<file path="src/hw/rtl/cle_pkg.sv">
// Shared constants, codes and types of the compacting list engine.
`default_nettype none

package cle_pkg;

    // List capacity and field widths
    localparam int DEPTH     = 64;
    localparam int OPCODE_W  = 3;
    localparam int INDEX_W   = 6;
    localparam int VALUE_W   = 32;
    localparam int STATUS_W  = 2;
    localparam int COUNT_W   = 7;

    // Internal widths derived from the capacity
    localparam int CNT_W  = $clog2(DEPTH + 1);
    localparam int CMP_W  = (CNT_W > INDEX_W) ? CNT_W : INDEX_W;
    localparam int SCAN_W = $clog2(DEPTH);

    // Operation codes
    localparam logic [OPCODE_W-1:0] OP_APPEND       = 3'd0;
    localparam logic [OPCODE_W-1:0] OP_REMOVE_VALUE = 3'd1;
    localparam logic [OPCODE_W-1:0] OP_REMOVE_AT    = 3'd2;
    localparam logic [OPCODE_W-1:0] OP_GET          = 3'd3;
    localparam logic [OPCODE_W-1:0] OP_SET          = 3'd4;

    // Status codes
    localparam logic [STATUS_W-1:0] ST_OK        = 2'd0;
    localparam logic [STATUS_W-1:0] ST_RANGE     = 2'd1;
    localparam logic [STATUS_W-1:0] ST_FULL      = 2'd2;
    localparam logic [STATUS_W-1:0] ST_NOT_FOUND = 2'd3;

    // Sequencer states
    typedef enum logic [1:0] {
        S_IDLE,
        S_SCAN,
        S_COMMIT
    } cle_state_t;

    // Command broadcast from the sequencer to every cell
    typedef struct packed {
        logic [OPCODE_W-1:0] op;
        logic [INDEX_W-1:0]  idx;
        logic [VALUE_W-1:0]  key;
        logic [CNT_W-1:0]    count;
        logic                scan_clr;
        logic                wr_en;
        logic [CMP_W-1:0]    wr_pos;
        logic [VALUE_W-1:0]  wr_data;
        logic                shift_en;
    } cle_cmd_t;

endpackage

`default_nettype wire

</file>
<file path="src/hw/rtl/cle_cell.sv">
// One list cell: holds an entry and hands the match flag and read data up the chain.
`default_nettype none

module cle_cell import cle_pkg::*;
(
    input  wire logic               clk,
    input  wire logic               rst_n,
    input  wire logic [CMP_W-1:0]   pos,
    input  wire cle_cmd_t           cmd,
    input  wire logic [VALUE_W-1:0] up_entry,
    input  wire logic               flag_in,
    input  wire logic [VALUE_W-1:0] data_in,
    output logic      [VALUE_W-1:0] entry,
    output logic                    flag_out,
    output logic      [VALUE_W-1:0] data_out
);

    logic [VALUE_W-1:0] entry_reg;
    logic               flag_reg;
    logic               flag_next;
    logic [VALUE_W-1:0] data_reg;
    logic [VALUE_W-1:0] data_next;
    logic               hit;
    logic               at_or_after;

    // Decide whether this cell is the one the command points at
    always_comb
    begin
        hit = 1'b0;
        if (cmd.op == OP_REMOVE_VALUE)
        begin
            hit = (entry_reg == cmd.key) && (pos < CMP_W'(cmd.count));
        end
        else if ((cmd.op == OP_REMOVE_AT) || (cmd.op == OP_GET))
        begin
            hit = (pos == CMP_W'(cmd.idx));
        end
        at_or_after = flag_in | hit;
    end

    // Pass the flag and the selected data to the next cell
    always_comb
    begin
        flag_next = cmd.scan_clr ? 1'b0 : at_or_after;
        data_next = hit ? entry_reg : data_in;
    end

    always_ff @(posedge clk or negedge rst_n)
    begin
        if (!rst_n)
        begin
            flag_reg <= 1'b0;
        end
        else
        begin
            flag_reg <= flag_next;
        end
    end

    // Write, or close the gap by taking the entry of the cell above
    always_ff @(posedge clk)
    begin
        data_reg <= data_next;
        if (cmd.wr_en && (pos == cmd.wr_pos))
        begin
            entry_reg <= cmd.wr_data;
        end
        else if (cmd.shift_en && at_or_after)
        begin
            entry_reg <= up_entry;
        end
    end

    assign entry    = entry_reg;
    assign flag_out = flag_reg;
    assign data_out = data_reg;

endmodule

`default_nettype wire

</file>
<file path="config.mk">
export PLATFORM = sky130hd
export DESIGN_NAME = cle_cell
export DESIGN_NICKNAME = d
export VERILOG_FILES = /design/src/hw/rtl/cle_pkg.sv /design/src/hw/rtl/cle_cell.sv
export SDC_FILE = /design/constraint.sdc
export NUM_CORES = 1
export LEC_CHECK = 0
export BUFFER_PORTS_ARGS = -buffer_cell sky130_fd_sc_hd__buf_2
export CAP_MARGIN = 10
export CORE_MARGIN = 2
export CORE_UTILIZATION = 44
export DETAILED_ROUTE_END_ITERATION = 16
export PLACE_DENSITY = 0.91
export SYNTH_ARGS = -nofsm -noshare
export SYNTH_HDL_FRONTEND = slang
export SYNTH_SLANG_ARGS = --single-unit
</file>
<file path="constraint.sdc">
create_clock -name clk -period 9.5 [get_ports clk]
set_clock_uncertainty 0.2 [all_clocks]
set_input_delay 0.475 -clock clk [delete_from_list [all_inputs] [get_ports clk]]
set_output_delay 0.475 -clock clk [all_outputs]
set_load 0.01 [all_outputs]
</file>
==> results of run 1 <==
==> power breakdown <==
part	switching [uW]	internal, uW	total, uW
registers	10.7	314	324
logic	55.6	62.3	118
clock network	104	134	238
total	170	510	680
==> placed cells by master, fill, tap and decap left out, types with 4 or more instances in the layout <==
cell	count
inv_1	8
mux2_2	63
clkbuf_8	10
xnor2_1	20
nand4_1	8
buf_2	228
edfxtp_1	32
ha_1	6
nor4b_1	4
dfxtp_1	32
xor2_1	25
nor2_1	6
nor4_1	6
==> through the flow <==
stage                     total power, uW  worst slack, ns  hold WS [ns]
after CTS                             685             5.65         0.134
after global placement                445             5.55        0.0512
after floorplan                       381             5.09       -0.0206
after detailed placement              449             5.44        0.0508
after global routing                  709             5.48         0.129
final                                 680             5.71         0.150
==> kinds of logic (layout without fill, tap and decap cells) <==
group	count (synthesis)	in the layout	share of synthesized area, %
flops	65	65	50.8
mux	64	64	22.5
xor+xnor	45	45	12.3
simple gates	39	39	7.54
buf+inv	14	254	2.34
compound gates	8	8	2.15
fa+ha+maj	6	6	2.34
==> cell type report <==
type	instances	area share (%)
timing repair buffer	230	24.9
multi-input combinational	162	32.6
inverter	8	0.644
sequential	65	34.9
tap	99	2.66
clock buffer	15	4.27
clock inverter	1	0.107
==> critical path: stages, from the launching register on <==
cell and delay [ns]:
edfxtp_1 0.41, xor2_1 0.19, or4b_2 0.67, nor4b_1 0.40, or4b_2 0.67, a21oi_4 0.86
==> layer usage <==
metal	share of wire, %	vias up	track usage, %	wire length, um
li1	-	1355	-	-
met1	37	1307	24.4	3530
met2	54	144	43.8	5140
met3	7.5	16	6.93	719
met4	1.8	0	7.73	176
met5	0	-	0	0
==> worst paths after layout <==
check	slack [ns]	depth (start not counted)	endpoint
setup reg to reg	5.71	5	entry[12]
hold / removal	0.15	2	data_out[27]
hold reg to reg	0.34	1	data_out[27]
min in group asynchronous	0.24	2	flag_out
max in group asynchronous	8.78	2	flag_out
setup / recovery	5.71	5	entry[12]
==> flow_summary.toml, run 1 <==
[outcome]
status = "completed"

[grt]
antenna_found_initial = 0
grt_pass1_wl_mm = 13.4
grt_max_degree = 35
track_usage_pct = 23.2
grt_pass1_vias = 2930
gr-total-overflow = 0

[floorplanning]
die_x_um = 89.3
die_h_um = 89.3
io_pins = 229
die_area_sq_um = 7980
initial_core_util_pct = 44.9
core_sq_um = 7140
fp-row-count = 31

[timing]
tns_ns = 0
finalHoldViolations = 0
relSlewSlack_pct = 28.9
fmax_ghz = 0.264
rsz0062_at_grt = "no"
finalSetupViolations = 0
slew_viol_final = 0
period_share_pct = 39.9
min_period_ns = 3.79
worst_slew_pin_slew_ns = 1.06

[clock_network]
root_buffer = "clkbuf_8"
holdBufCountCts = 1
clkSinkCount = 65
cts_tree = "done"
cts_buffers = 9
post_cts.repair.setup_buffers = 0
post_cts_resized = 0
clk_latency_ns = 0.34
clkTransAtPathRegs_ns = 0.07
ctsLongestPathBuffers = 2
htree_num_levels = 3

[cells_and_area]
post-route-util_pct = 65.3
syn2layout_area_growth_pct = 45.6
seqCellArea_sq_um = 1630
nFillCells = 603
multi_input_area_sq_um = 1520
fin_nets = 646
final_cells = 580
antenna_cells = 0
fin_area_sq_um = 4660
drive_gt1_share_pct = 64.9

[critical_path]
crit_start = "entry[29]"
critPathArrivalTime_ns = 3.54
start_kind = "flop"
critPathKind = "reg2reg"
cp-end-kind = "flop"
cp_max_fo = 32
r2r_start = "entry[29]"
worst-endpoint-required_ns = 9.25

[power]
vdd_drop_max_mv = 0.140
p_per_area_nw_per_um2 = 146
power.leakage_uw = 0.00212

[drt]
postRouteAntennaNets = 0
via_per_inst = 4.87
drc = 0
drt-total-wl_mm = 9.56
drt_first_pass_iters = 4
wl_per_cell_um = 16.5
vias = 2822
drtIter0Drc = 82

[synthesis]
yosysTopAreaCell = "edfxtp_1"
synthCells = 241
synth_edf_count = 32
ys_async_sr_fraction_pct = 1.54
seq_area_frac_synth_pct = 50.8
synth.most_common_cell = "mux2_2"
ys.warnings.count = 0
synth_ff_type = "edfxtp_1"
syn-cell-area_sq_um = 3200
yosys.area.top_type_share_pct = 30.0
synth_fp_nets = 411
yosys-top-cells-area = "edfxtp_1 30%, mux2_2 22%, dfxtp_1 20%, xor2_1 6.8%, xnor2_1 5.5%"
synth-seq-cells = 65
ys_types = 29
avgSynthCellArea_sq_um = 13.3
synth_common_cells = "63 x mux2_2, 32 x dfxtp_1, 32 x edfxtp_1"

[placement]
dp_cells = 563
port_buffers = 228
placed_area_sq_um = 4450
post-dp-hpwl_mm = 7.79
place.gp.congestion = 0.761

[hold_path]
hold_path_class = "in2reg"
min-delay-start = "data_in[27]"

[run]
cap_violations = 0
Power figures use the tool's default switching activity.
==> run 2: changes to the inputs <==
CORE_UTILIZATION = 41   (was 44)
PLACE_DENSITY = 0.85   (was 0.91)
clock period = 3.9 ns   (was 9.5 ns; I/O delays follow)
==> run 2 against run 1 <==
Sequential share of layout area is 6.1 points lower. Die area rose by 7.0%. Worst hold slack better by 0.18 ns. Highest routed layer unchanged. Flip-flop and latch count unchanged. Critical endpoint is now entry[3]. Clock power rose by 130%. Critical path type unchanged. Final area up 21%. Combinational power grew to 3.2 times the previous value. Worst setup slack got worse by 5.2 ns. Final cell count increased by 18%. Largest cell class is now non-clock buffers. Power increased to 2.5 times the previous value. Fmax up 11%.
==> flow_summary.toml, run 2 (same netlist as run 1, synthesis figures left out) <==
[outcome]
status = "completed"

[floorplanning]
initial_core_util_pct = 41.9
die_x_um = 92.4
core_sq_um = 7650
io_pins = 229
die_h_um = 92.4
fp-row-count = 32
die_area_sq_um = 8530

[power]
p_per_area_nw_per_um2 = 305
vdd_drop_max_mv = 0.223
power.leakage_uw = 0.00255

[drt]
drtIter0Drc = 106
via_per_inst = 4.88
wl_met1_mm = 4.32
vias = 3345
drt_first_pass_iters = 4
wl_met3_um = 777
drc = 0
wl_per_cell_um = 18.0
dr.max_layer_used = "met4"
drt-total-wl_mm = 12.3
wl_met2_mm = 6.72
postRouteAntennaNets = 0

[timing]
rsz0062_at_grt = "no"
finalSetupViolations = 0
hold_ws_ns = 0.333
relSlewSlack_pct = 60.3
fmax_ghz = 0.292
period_share_pct = 87.7
worst_slew_pin_slew_ns = 0.594
tns_ns = 0
min_period_ns = 3.42
finalHoldViolations = 0
slew_viol_final = 0
layout_setup_ws_ns = 0.478

[cells_and_area]
fin_nets = 747
most-common-layout-cells = "228 x buf_2, 100 x dlygate4sd3_1, 63 x mux2_2"
final_common_cell = "buf_2"
nFillCells = 523
drive_gt1_share_pct = 54.3
syn2layout_area_growth_pct = 76.7

[hold_path]
min_to = "data_out[24]"
whs_path_depth = 1
min-delay-start = "entry[24]"
hold_path_class = "reg2reg"

[critical_path]
cp_max_fo = 32
r2r_start = "entry[4]"
ff2ff_setup_slack_ns = 0.48
ff2ff_path_depth = 6
start_kind = "flop"
worst-endpoint-required_ns = 3.68
critPathArrivalTime_ns = 3.20
critPathKind = "reg2reg"
cp-end-kind = "flop"
rr_endpoint = "entry[3]"

[placement]
place.gp.congestion = 0.774
pre_cts_slack_ns = 0.523
post-dp-hpwl_mm = 8.08
port_buffers = 228

[clock_network]
clk_latency_ns = 0.34
htree_num_levels = 3
clkTransAtPathRegs_ns = 0.08
cts_tree = "done"
ctsLongestPathBuffers = 2
clkSinkCount = 65
root_buffer = "clkbuf_8"
cts_buffers = 9
post_cts_resized = 0
holdBufCountCts = 99
post_cts.repair.setup_buffers = 0

[run]
cap_violations = 0

[grt]
gr-total-overflow = 0
grt_pass1_wl_mm = 18.0
antenna_found_initial = 0
grt_max_degree = 34
grt_pass1_vias = 3723
track_usage_pct = 28.2
==> run 2: stage by stage <==
| stage | instance area (sq um) | instances | utilization (%) | total power [uW] |
|---|---|---|---|---|
| 5_1_grt | 5660 | 684 | 74.0 | 1800 |
| 6_report | 5660 | 685 | 74.0 | 1730 |
| 3_3_place_gp | 4470 | 568 | 58.4 | 1090 |
| 2_1_floorplan | 3210 | 241 | - | 927 |
| 4_1_cts | 5650 | 683 | 73.8 | 1720 |
| 3_5_place_dp | 4470 | 568 | 58.4 | 1100 |
==> run 2: layer usage <==
layer	track usage, %	vias to the layer above
li1	-	1555
met1	27.1	1571
met2	54.2	175
met3	7.08	44
met4	15.4	0
met5	0	-
==> run 2: where the power goes <==
group | internal, uW | total, uW | switching, uW
clock network | 286 | 558 | 271
logic | 219 | 378 | 160
registers | 764 | 791 | 27.3
==> run 2: worst max-delay path, stage by stage, from the launching register on <==
cell,delay [ns]
edfxtp_1,0.44
xor2_1,0.20
or4b_2,0.64
nor4b_1,0.34
or4b_2,0.67
a21oi_4,0.15
buf_4,0.42
==> run 2: how the worst max path moves through the flow <==
stage / from / to / slack, ns / cells after the start
detailed placement: entry[29] / entry[12] / 0.52 / 6
CTS: entry[29] / entry[11] / 0.50 / 6
finish: entry[4] / entry[3] / 0.48 / 6
global route: entry[29] / entry[28] / 0.41 / 6
floorplan: entry[29] / entry[0] / 0.21 / 5
global placement: entry[29] / entry[2] / 0.58 / 6
==> run 2: final cells by class <==
type	count	area (sq um)	share of cell area, %
timing repair buffer	331	2160	38.2
sequential	65	1630	28.7
multi-input combinational	162	1520	26.8
clock buffer	12	166	2.94
tap	102	128	2.26
inverter	8	30.0	0.531
clock inverter	4	22.5	0.398
antenna	1	2.50	0.0442
