`config.mk`:
```
export PLATFORM = sky130hd
export DESIGN_NAME = cle_ctrl
export DESIGN_NICKNAME = d
export VERILOG_FILES = /design/src/hw/rtl/cle_pkg.sv /design/src/hw/rtl/cle_ctrl.sv
export SDC_FILE = /design/constraint.sdc
export NUM_CORES = 1
export LEC_CHECK = 0
export ABC_AREA = 1
export BUFFER_PORTS_ARGS = -buffer_cell sky130_fd_sc_hd__clkbuf_2
export CORE_UTILIZATION = 25
export DETAILED_ROUTE_END_ITERATION = 8
export HOLD_SLACK_MARGIN = 0.15
export SYNTH_ARGS = -nofsm -noshare
export SYNTH_HDL_FRONTEND = slang
export SYNTH_SLANG_ARGS = --single-unit
export TNS_END_PERCENT = 30
```
`constraint.sdc`:
```
create_clock -name clk -period 4.65 [get_ports clk]
set_input_delay 0.465 -clock clk [delete_from_list [all_inputs] [get_ports clk]]
set_output_delay 0.465 -clock clk [all_outputs]
set_load 0.02 [all_outputs]
```
`src/hw/rtl/cle_pkg.sv`:
```
// Shared constants, codes and types of the compacting list engine.
`default_nettype none

package cle_pkg;

    // List capacity and field widths
    localparam int DEPTH     = 64;
    localparam int OPCODE_W  = 3;
    localparam int INDEX_W   = 6;
    localparam int VALUE_W   = 32;
    localparam int STATUS_W  = 2;
    localparam int COUNT_W   = 7;

    // Internal widths derived from the capacity
    localparam int CNT_W  = $clog2(DEPTH + 1);
    localparam int CMP_W  = (CNT_W > INDEX_W) ? CNT_W : INDEX_W;
    localparam int SCAN_W = $clog2(DEPTH);

    // Operation codes
    localparam logic [OPCODE_W-1:0] OP_APPEND       = 3'd0;
    localparam logic [OPCODE_W-1:0] OP_REMOVE_VALUE = 3'd1;
    localparam logic [OPCODE_W-1:0] OP_REMOVE_AT    = 3'd2;
    localparam logic [OPCODE_W-1:0] OP_GET          = 3'd3;
    localparam logic [OPCODE_W-1:0] OP_SET          = 3'd4;

    // Status codes
    localparam logic [STATUS_W-1:0] ST_OK        = 2'd0;
    localparam logic [STATUS_W-1:0] ST_RANGE     = 2'd1;
    localparam logic [STATUS_W-1:0] ST_FULL      = 2'd2;
    localparam logic [STATUS_W-1:0] ST_NOT_FOUND = 2'd3;

    // Sequencer states
    typedef enum logic [1:0] {
        S_IDLE,
        S_SCAN,
        S_COMMIT
    } cle_state_t;

    // Command broadcast from the sequencer to every cell
    typedef struct packed {
        logic [OPCODE_W-1:0] op;
        logic [INDEX_W-1:0]  idx;
        logic [VALUE_W-1:0]  key;
        logic [CNT_W-1:0]    count;
        logic                scan_clr;
        logic                wr_en;
        logic [CMP_W-1:0]    wr_pos;
        logic [VALUE_W-1:0]  wr_data;
        logic                shift_en;
    } cle_cmd_t;

endpackage

`default_nettype wire

```
`src/hw/rtl/cle_ctrl.sv`:
```
// Sequencer: decodes each item, runs the chain scan and holds the result register.
`default_nettype none

module cle_ctrl import cle_pkg::*;
(
    input  wire logic                       clk,
    input  wire logic                       rst_n,
    input  wire logic                       in_valid,
    output logic                            in_stall,
    input  wire logic [OPCODE_W-1:0]        opcode,
    input  wire logic [INDEX_W-1:0]         index,
    input  wire logic signed [VALUE_W-1:0]  value,
    output logic                            out_valid,
    input  wire logic                       out_stall,
    output logic signed [VALUE_W-1:0]       read_data,
    output logic      [STATUS_W-1:0]        status,
    output logic      [COUNT_W-1:0]         count,
    output cle_cmd_t                        cmd,
    input  wire logic                       flag_top,
    input  wire logic [VALUE_W-1:0]         data_top
);

    cle_state_t          state_reg;
    cle_state_t          state_next;
    logic [SCAN_W-1:0]   cnt_reg;
    logic [SCAN_W-1:0]   cnt_next;
    logic [CNT_W-1:0]    count_reg;
    logic [CNT_W-1:0]    count_next;
    logic [OPCODE_W-1:0] op_reg;
    logic [INDEX_W-1:0]  idx_reg;
    logic [VALUE_W-1:0]  key_reg;
    logic                out_valid_reg;
    logic                out_valid_next;
    logic [VALUE_W-1:0]  out_data_reg;
    logic [STATUS_W-1:0] out_status_reg;
    logic [COUNT_W-1:0]  out_count_reg;

    logic                out_free;
    logic                in_fire;
    logic                in_range;
    logic                is_full;
    logic                scan_start;
    logic                load;
    logic [VALUE_W-1:0]  res_data;
    logic [STATUS_W-1:0] res_status;

    assign out_free = !out_valid_reg || !out_stall;
    assign in_stall = (state_reg != S_IDLE) || !out_free;
    assign in_fire  = in_valid && !in_stall;
    assign in_range = CMP_W'(index) < CMP_W'(count_reg);
    assign is_full  = (count_reg == CNT_W'(DEPTH));

    // Next state and scan counter
    always_comb
    begin
        state_next = state_reg;
        cnt_next   = '0;
        unique case (state_reg)
            S_IDLE:
            begin
                if (scan_start)
                begin
                    state_next = S_SCAN;
                end
            end
            S_SCAN:
            begin
                cnt_next = cnt_reg + SCAN_W'(1);
                if (cnt_reg == SCAN_W'(DEPTH - 1))
                begin
                    state_next = S_COMMIT;
                end
            end
            S_COMMIT:
            begin
                if (out_free)
                begin
                    state_next = S_IDLE;
                end
            end
            default:
            begin
                state_next = S_IDLE;
            end
        endcase
    end

    // Commands to the cells and the result of each item
    always_comb
    begin
        cmd.op       = op_reg;
        cmd.idx      = idx_reg;
        cmd.key      = key_reg;
        cmd.count    = count_reg;
        cmd.scan_clr = 1'b0;
        cmd.wr_en    = 1'b0;
        cmd.wr_pos   = '0;
        cmd.wr_data  = $unsigned(value);
        cmd.shift_en = 1'b0;
        scan_start   = 1'b0;
        load         = 1'b0;
        res_data     = '0;
        res_status   = ST_OK;
        count_next   = count_reg;
        unique case (state_reg)
            S_IDLE:
            begin
                if (in_fire)
                begin
                    cmd.scan_clr = 1'b1;
                    unique case (opcode)
                        OP_APPEND:
                        begin
                            load = 1'b1;
                            if (is_full)
                            begin
                                res_status = ST_FULL;
                            end
                            else
                            begin
                                cmd.wr_en  = 1'b1;
                                cmd.wr_pos = CMP_W'(count_reg);
                                count_next = count_reg + CNT_W'(1);
                            end
                        end
                        OP_SET:
                        begin
                            load = 1'b1;
                            if (in_range)
                            begin
                                cmd.wr_en  = 1'b1;
                                cmd.wr_pos = CMP_W'(index);
                            end
                            else
                            begin
                                res_status = ST_RANGE;
                            end
                        end
                        OP_REMOVE_VALUE:
                        begin
                            scan_start = 1'b1;
                        end
                        OP_REMOVE_AT, OP_GET:
                        begin
                            if (in_range)
                            begin
                                scan_start = 1'b1;
                            end
                            else
                            begin
                                load       = 1'b1;
                                res_status = ST_RANGE;
                            end
                        end
                        default:
                        begin
                            load = 1'b1;
                        end
                    endcase
                end
            end
            S_SCAN:
            begin
                // flags ripple through the chain
            end
            S_COMMIT:
            begin
                if (out_free)
                begin
                    load = 1'b1;
                    unique case (op_reg)
                        OP_REMOVE_VALUE:
                        begin
                            if (flag_top)
                            begin
                                cmd.shift_en = 1'b1;
                                count_next   = count_reg - CNT_W'(1);
                            end
                            else
                            begin
                                res_status = ST_NOT_FOUND;
                            end
                        end
                        OP_REMOVE_AT:
                        begin
                            cmd.shift_en = 1'b1;
                            count_next   = count_reg - CNT_W'(1);
                        end
                        OP_GET:
                        begin
                            res_data = data_top;
                        end
                        default:
                        begin
                        end
                    endcase
                end
            end
            default:
            begin
            end
        endcase
    end

    assign out_valid_next = load || (out_valid_reg && out_stall);

    always_ff @(posedge clk or negedge rst_n)
    begin
        if (!rst_n)
        begin
            state_reg     <= S_IDLE;
            cnt_reg       <= '0;
            count_reg     <= '0;
            out_valid_reg <= 1'b0;
        end
        else
        begin
            state_reg     <= state_next;
            cnt_reg       <= cnt_next;
            count_reg     <= count_next;
            out_valid_reg <= out_valid_next;
        end
    end

    // Hold the item fields and the result payload
    always_ff @(posedge clk)
    begin
        if (in_fire)
        begin
            op_reg  <= opcode;
            idx_reg <= index;
            key_reg <= $unsigned(value);
        end
        if (load)
        begin
            out_data_reg   <= res_data;
            out_status_reg <= res_status;
            out_count_reg  <= COUNT_W'(count_next);
        end
    end

    assign out_valid = out_valid_reg;
    assign read_data = $signed(out_data_reg);
    assign status    = out_status_reg;
    assign count     = out_count_reg;

endmodule

`default_nettype wire

```
==> impl_metrics.py, run 1 <==
metrics = {
    "floorplan": {
        "rows": 48,
        "core-area_sq_mm": 0.0173,
        "dieWidth_um": 135,
        "io_pins": 211,
        "die_y_um": 135,
        "dieArea_sq_mm": 0.0182,
        "start_util": 0.255,
    },
    "setup_path": {
        "worst_path_largest_cell_delay_ns": 0.50,
        "crit_buf_inv": 2,
        "end_kind": "output port",
        "path_cells": "inv_1, ha_1, a21oi_1, o21ai_0, nand2_1, nand4_1, a21oi_1, clkbuf_2",
        "crit_family": "flip-flops",
        "cp_max_fo": 9,
        "start_kind": "flop",
        "worstPathArrival_ns": 2.40,
        "path_class": "flop to output port",
        "required_ns": 4.18,
        "crit_top_cell": "a21oi_1",
        "slowest_stage": "dfrtp_1",
    },
    "cts": {
        "cts_tree": "yes",
        "clockBufferDepth": 2,
        "cts_buffers": 9,
        "cts.clk_slew.worst_paths_ns": 0.07,
        "cts.sinks": 98,
        "clkLatencyLatePin_ns": 0.34,
        "root_buffer": "clkbuf_16",
        "htree_levels": 3,
    },
    "placement": {
        "place_area_sq_mm": 0.00550,
        "post-dp-hpwl_um": 8770,
        "numPortBuffers": 210,
        "placedCellCount": 808,
        "place_ws_ns": 1.94,
        "gp_congestion": 0.821,
    },
    "sta": {
        "slew_headroom": 0.458,
        "rsz0062_at_grt": "false",
        "fin_crit_sh": 0.615,
        "setup_viol": 0,
        "finalClockSkew_ns": 0.00872,
        "fmax_mhz": 349,
        "fin_tns_setup_ns": 0,
        "fin_ws_ns": 1.79,
        "slew_viol_final": 0,
        "min_period_ns": 2.86,
        "whs_ns": 0.308,
        "tightest_slew_ns": 0.812,
        "hold_violations": 0,
    },
    "grt": {
        "grt_overflow_total": 0,
        "grt_pass1_vias": 3208,
        "grt_max_degree": 47,
        "track_usage": 0.129,
        "grt_pass1_wl_um": 17600,
        "antenna_found_initial": 0,
    },
    "routing": {
        "vias": 3460,
        "drt-initial-drc-count": 319,
        "viasPerCell": 4.20,
        "wl_per_cell_um": 13.8,
        "top_layer_used": "met4",
        "post-route-drc-count": 0,
        "wl_met3_um": 696,
        "wl_met1_um": 4940,
        "wl_met2_um": 5600,
        "drtPass1Iterations": 4,
        "routed_wl_um": 11400,
        "ant_nets": 0,
    },
    "pwr": {
        "p_per_area_mw_per_mm2": 459,
        "p_total_mw": 2.66,
        "p_leak_nw": 2.79,
        "ir_drop_uv": 191,
    },
    "final_layout": {
        "fin_area_sq_mm": 0.00580,
        "seq_area_sq_mm": 0.00286,
        "syn_to_final_growth_pct": 31.4,
        "fin_util": 0.335,
        "nets": 682,
        "drive_gt1_frac": 0.396,
        "multi_input_area_sq_mm": 0.00105,
        "diodes": 0,
        "layout_common_cells": "clkbuf_2 (210), edfxtp_1 (82), nand2_1 (66), inv_1 (61), nor2_1 (54)",
        "final_cells": 824,
        "layout_commonest_cell": "clkbuf_2",
        "n_fill_cell": 1797,
    },
    "job": {
        "cap_violations": 0,
    },
    "logic_synthesis": {
        "synth_area_sq_mm": 0.00441,
        "syn_inst": 409,
        "synth_cell_types": 26,
        "yosysTopAreaCell": "edfxtp_1",
        "seq_area_frac_synth": 0.649,
        "ys_seq_elements": 98,
        "yosysTopAreaCellShare": 0.558,
        "synth_fp_nets": 496,
        "netlist_top_cells_area": "edfxtp_1 (56%), dfrtp_1 (9.1%), buf_4 (5.6%)",
        "syn_avg_cell_area_sq_um": 10.8,
        "yosys_warnings": 0,
    },
    "outcome": {
        "status": "completed",
    },
    "worst_hold_path": {
        "hp-class": "input pin to flop",
    },
}
## path summary, 6_finish.rpt
path	startpoint	end	slack, ns	depth (start not counted)
min in group asynchronous	rst_n	state_reg[0]	0.59	2
worst max-delay path	count_reg[2]	cmd[35]	1.79	8
worst min-delay path	value[10]	key_reg[10]	0.31	1
worst min register to register	cnt_reg[0]	cnt_reg[0]	0.46	1
worst max register to register	count_reg[2]	read_data[0]	1.94	9
max in group asynchronous	rst_n	out_valid	3.76	2
## Yosys cell counts (all sizes together)
cell / n
a21oi: 14
buf: 38
nor2: 57
ha: 9
nor3: 3
xor2: 3
edfxtp: 82
nand4: 15
nand2: 66
dfrtp: 16
nand3b: 1
o21a: 1
o21ai: 12
inv: 64
nand3: 25
o22ai: 1
o211ai: 1
and3: 1
## timing repair
action / 4_1_cts / 5_1_grt
endpoints found under the hold margin: 16 / 0
gates resized for setup: 0 / 0
buffers inserted: 0 / 0
hold buffers: 1 / 0
setup endpoints to repair: 0 / 0
## report_power, final
group	internal [mW]	switching, mW
clock	0.417	0.323
sequential	1.12	0.0921
combinational	0.210	0.497
total	1.75	0.913
## worst reg2reg max path: cells and delay by family, from the launching register on
family | cells | cell delay, ns
AOI/OAI and AO/OA | 2 | 0.24
adders and majority gates | 1 | 0.33
buffers and inverters | 2 | 0.66
DFF | 1 | 0.50
and+or+nand+nor | 4 | 0.60
## logic make-up (layout without fill, tap and decap cells)
family                   count (synthesis)  after routing  share of synthesized area
XOR/XNOR                                 3              3                    0.00595
buffers and inverters                  102            292                      0.116
flip-flops                              98             98                      0.649
AO/OA/AOI/OAI                           29             29                     0.0351
AND/OR/NAND/NOR                        168            168                      0.169
adder cells (fa/ha/maj)                  9              9                     0.0255
## area by class of cell
cell class                      count  share of cell area
Tap cell                          225              0.0485
Clock buffer                        9              0.0388
Sequential cell                    98               0.493
Timing Repair Buffer              213               0.185
Clock inverter                      6              0.0114
Inverter                           64              0.0414
Multi-Input combinational cell    209               0.181
## per-layer routing
metal  GRT usage  vias to the layer above
li1            -                     1699
met1       0.166                     1621
met2       0.211                      128
met3      0.0263                       12
met4      0.0549                        0
met5           0                        -
No activity file was read; power rests on OpenSTA's default activity.
==> run 2: changes to the inputs <==
ABC_AREA = 0   (was 1)
clock period = 2.8 ns   (was 4.65 ns; I/O delays follow)
==> run 2 against run 1 <==
Net effect: sequential power increased by 60%; wire length decreased by 3.7%; register-to-register slack got worse by 1.8 ns; largest cell class unchanged; critical endpoint is now cmd[38].
==> impl_metrics.py, run 2 <==
metrics = {
    "floorplan": {
        "core-area_sq_mm": 0.0166,
        "start_util": 0.257,
        "io_pins": 211,
        "rows": 47,
        "dieWidth_um": 132,
        "die_y_um": 132,
        "dieArea_sq_mm": 0.0175,
    },
    "routing": {
        "routed_wl_um": 11000,
        "viasPerCell": 4.23,
        "vias": 3160,
        "ant_nets": 0,
        "drt-initial-drc-count": 214,
        "wl_per_cell_um": 14.7,
        "post-route-drc-count": 0,
        "drtPass1Iterations": 4,
    },
    "final_layout": {
        "nets": 609,
        "multi_input_area_sq_mm": 0.00105,
        "n_fill_cell": 1691,
        "layout_commonest_cell": "clkbuf_2",
        "layout_common_cells": "clkbuf_2 (210), edfxtp_1 (82), dlygate4sd3_1 (36), and2_1 (33), nor2_1 (21)",
        "fin_area_sq_mm": 0.00600,
        "fin_util": 0.362,
        "final_cells": 747,
        "seq_area_sq_mm": 0.00286,
        "syn_to_final_growth_pct": 41.1,
        "drive_gt1_frac": 0.461,
        "diodes": 0,
    },
    "placement": {
        "numPortBuffers": 210,
        "post-dp-hpwl_um": 8300,
        "placedCellCount": 694,
        "gp_congestion": 0.858,
        "place_ws_ns": 0.275,
        "place_area_sq_mm": 0.00532,
    },
    "grt": {
        "grt_overflow_total": 0,
        "antenna_found_initial": 0,
        "track_usage": 0.127,
        "grt_max_degree": 42,
        "grt_pass1_vias": 3256,
        "grt_pass1_wl_um": 17000,
    },
    "cts": {
        "clockBufferDepth": 2,
        "cts.clk_slew.worst_paths_ns": 0.07,
        "root_buffer": "clkbuf_16",
        "clkLatencyLatePin_ns": 0.34,
        "cts_tree": "yes",
        "cts.sinks": 98,
        "htree_levels": 3,
        "cts_buffers": 9,
    },
    "logic_synthesis": {
        "synth.most_common_cell": "edfxtp_1",
        "yosysTopAreaCell": "edfxtp_1",
        "synth_common_cells": "edfxtp_1 (82), and2_1 (33), buf_4 (32), nor2_1 (21), dfrtp_1 (16)",
        "netlist_top_cells_area": "edfxtp_1 (58%), dfrtp_1 (9.4%), buf_4 (5.6%)",
        "synth_edf_count": 82,
        "syn_avg_cell_area_sq_um": 14.1,
        "synth_top_flop_cell": "edfxtp_1",
        "seq_area_frac_synth": 0.673,
        "yosysTopAreaCellShare": 0.579,
        "syn_inst": 302,
        "synth_cell_types": 49,
        "yosys_warnings": 0,
        "synth_area_sq_mm": 0.00425,
        "async_flop_share": 0.163,
        "ys_seq_elements": 98,
        "synth_fp_nets": 389,
    },
    "setup_path": {
        "r2r-start": "count_reg[3]",
        "worstPathArrival_ns": 2.41,
        "start_kind": "flop",
        "cp_max_fo": 7,
        "path_class": "flop to output port",
        "path_cells": "inv_1, ha_1, a21o_2, a21oi_1, o32a_2, and4_4, a22o_1, clkbuf_2",
        "slowest_stage": "dfrtp_2",
        "rr_worst_depth": 8,
        "r2r_slack_ns": 0.19,
        "required_ns": 2.52,
        "crit_family": "compound AO/OA/AOI/OAI gates",
        "crit_buf_inv": 2,
        "end_kind": "output port",
        "r2r_end": "read_data[19]",
        "cp.depth": 8,
        "worst_path_largest_cell_delay_ns": 0.43,
    },
    "sta": {
        "tightest_slew_ns": 0.528,
        "setup_viol": 0,
        "finalClockSkew_ns": 0.00854,
        "fmax_mhz": 372,
        "rsz0062_at_grt": "false",
        "hold_violations": 0,
        "slew_viol_final": 0,
        "fin_ws_ns": 0.112,
        "fin_crit_sh": 0.960,
        "min_period_ns": 2.69,
        "slew_headroom": 0.648,
    },
    "pwr": {
        "p_per_area_mw_per_mm2": 699,
        "p_leak_nw": 2.68,
        "ir_drop_uv": 305,
    },
    "job": {
        "cap_violations": 0,
    },
    "worst_hold_path": {
        "hp-class": "input pin to flop",
        "min_from": "index[4]",
        "hold_end": "idx_reg[4]",
        "hold_depth": 1,
    },
    "outcome": {
        "status": "completed",
    },
}
-- run 2: cell count changes after synthesis, moves of 7 or more --
cell / before / now
nor2_1: 54 / 21
a21oi_1: 13 / 6
nand2_1: 66 / 5
nand3_1: 24 / 8
inv_1: 62 / 13
o21ai_0: 12 / 3
and2_1: 0 / 33
nand4_1: 14 / 1
a22o_1: 0 / 7
-- run 2: cell type report --
| type | instances | share of cell area |
|---|---|---|
| Sequential cell | 98 | 0.477 |
| Timing Repair Buffer | 250 | 0.242 |
| Multi-Input combinational cell | 149 | 0.174 |
| Tap cell | 220 | 0.0459 |
| Clock buffer | 9 | 0.0375 |
| Clock inverter | 7 | 0.0140 |
| Inverter | 14 | 0.00876 |
-- run 2: metrics by stage --
stage / total power [mW] / setup TNS, ns / hold WS [ns]
floorplan: 2.57 / -0.0126 / -0.0156
global placement: 2.90 / 0 / 0.246
detailed placement: 2.93 / 0 / 0.256
CTS: 4.26 / 0 / 0.152
global route: 4.42 / 0 / 0.165
finish: 4.20 / 0 / 0.175
-- run 2: worst max path at each step --
stage                            start           end  slack (ns)
final                     count_reg[4]       cmd[38]        0.11
after floorplan              out_valid       cmd[34]       -0.01
after detailed placement  count_reg[4]  read_data[2]        0.28
after global placement    count_reg[4]  read_data[7]        0.34
after global routing      count_reg[4]       cmd[34]       0.009
after CTS                 count_reg[4]       cmd[34]        0.05
-- run 2: kinds of logic (layout without fill, tap and decap cells) --
logic type,Yosys count,after routing,share of synthesized area
DFF,98,98,0.673
and+or+nand+nor,92,92,0.126
buffers and inverters,55,280,0.0835
AOI/OAI and AO/OA,40,40,0.0741
adders and majority gates,9,9,0.0265
xor gates and xnor gates,6,6,0.0124
muxes,2,2,0.00471
-- run 2: worst reg2reg max path, delay by kind of cell, from the launching register on --
| kind | cells | cell delay (ns) |
|---|---|---|
| buffers and inverters | 3 | 0.51 |
| flip-flops | 1 | 0.46 |
| AO/OA/AOI/OAI | 3 | 0.87 |
| adder cells (fa/ha/maj) | 1 | 0.33 |
| AND/OR/NAND/NOR | 1 | 0.09 |
-- run 2: what timing repair did --
item | CTS | global route
gates resized for setup | 1 | 0
setup endpoints to repair | 6 | 5
buffers inserted | 0 | 1
hold buffers | 36 | 0
hold endpoints to repair | 51 | 0
-- run 2: power by group --
part	total, mW	internal (mW)	leakage [nW]	switching (mW)
Clock	1.27	0.711	0.149	0.557
Sequential	1.94	1.82	0.952	0.129
Combinational	0.986	0.345	1.57	0.641
-- run 2: metal layers --
metal,global-route usage,share of wire
met5,0,0
met4,0.0594,0.014
met3,0.0345,0.063
met2,0.213,0.50
met1,0.150,0.42
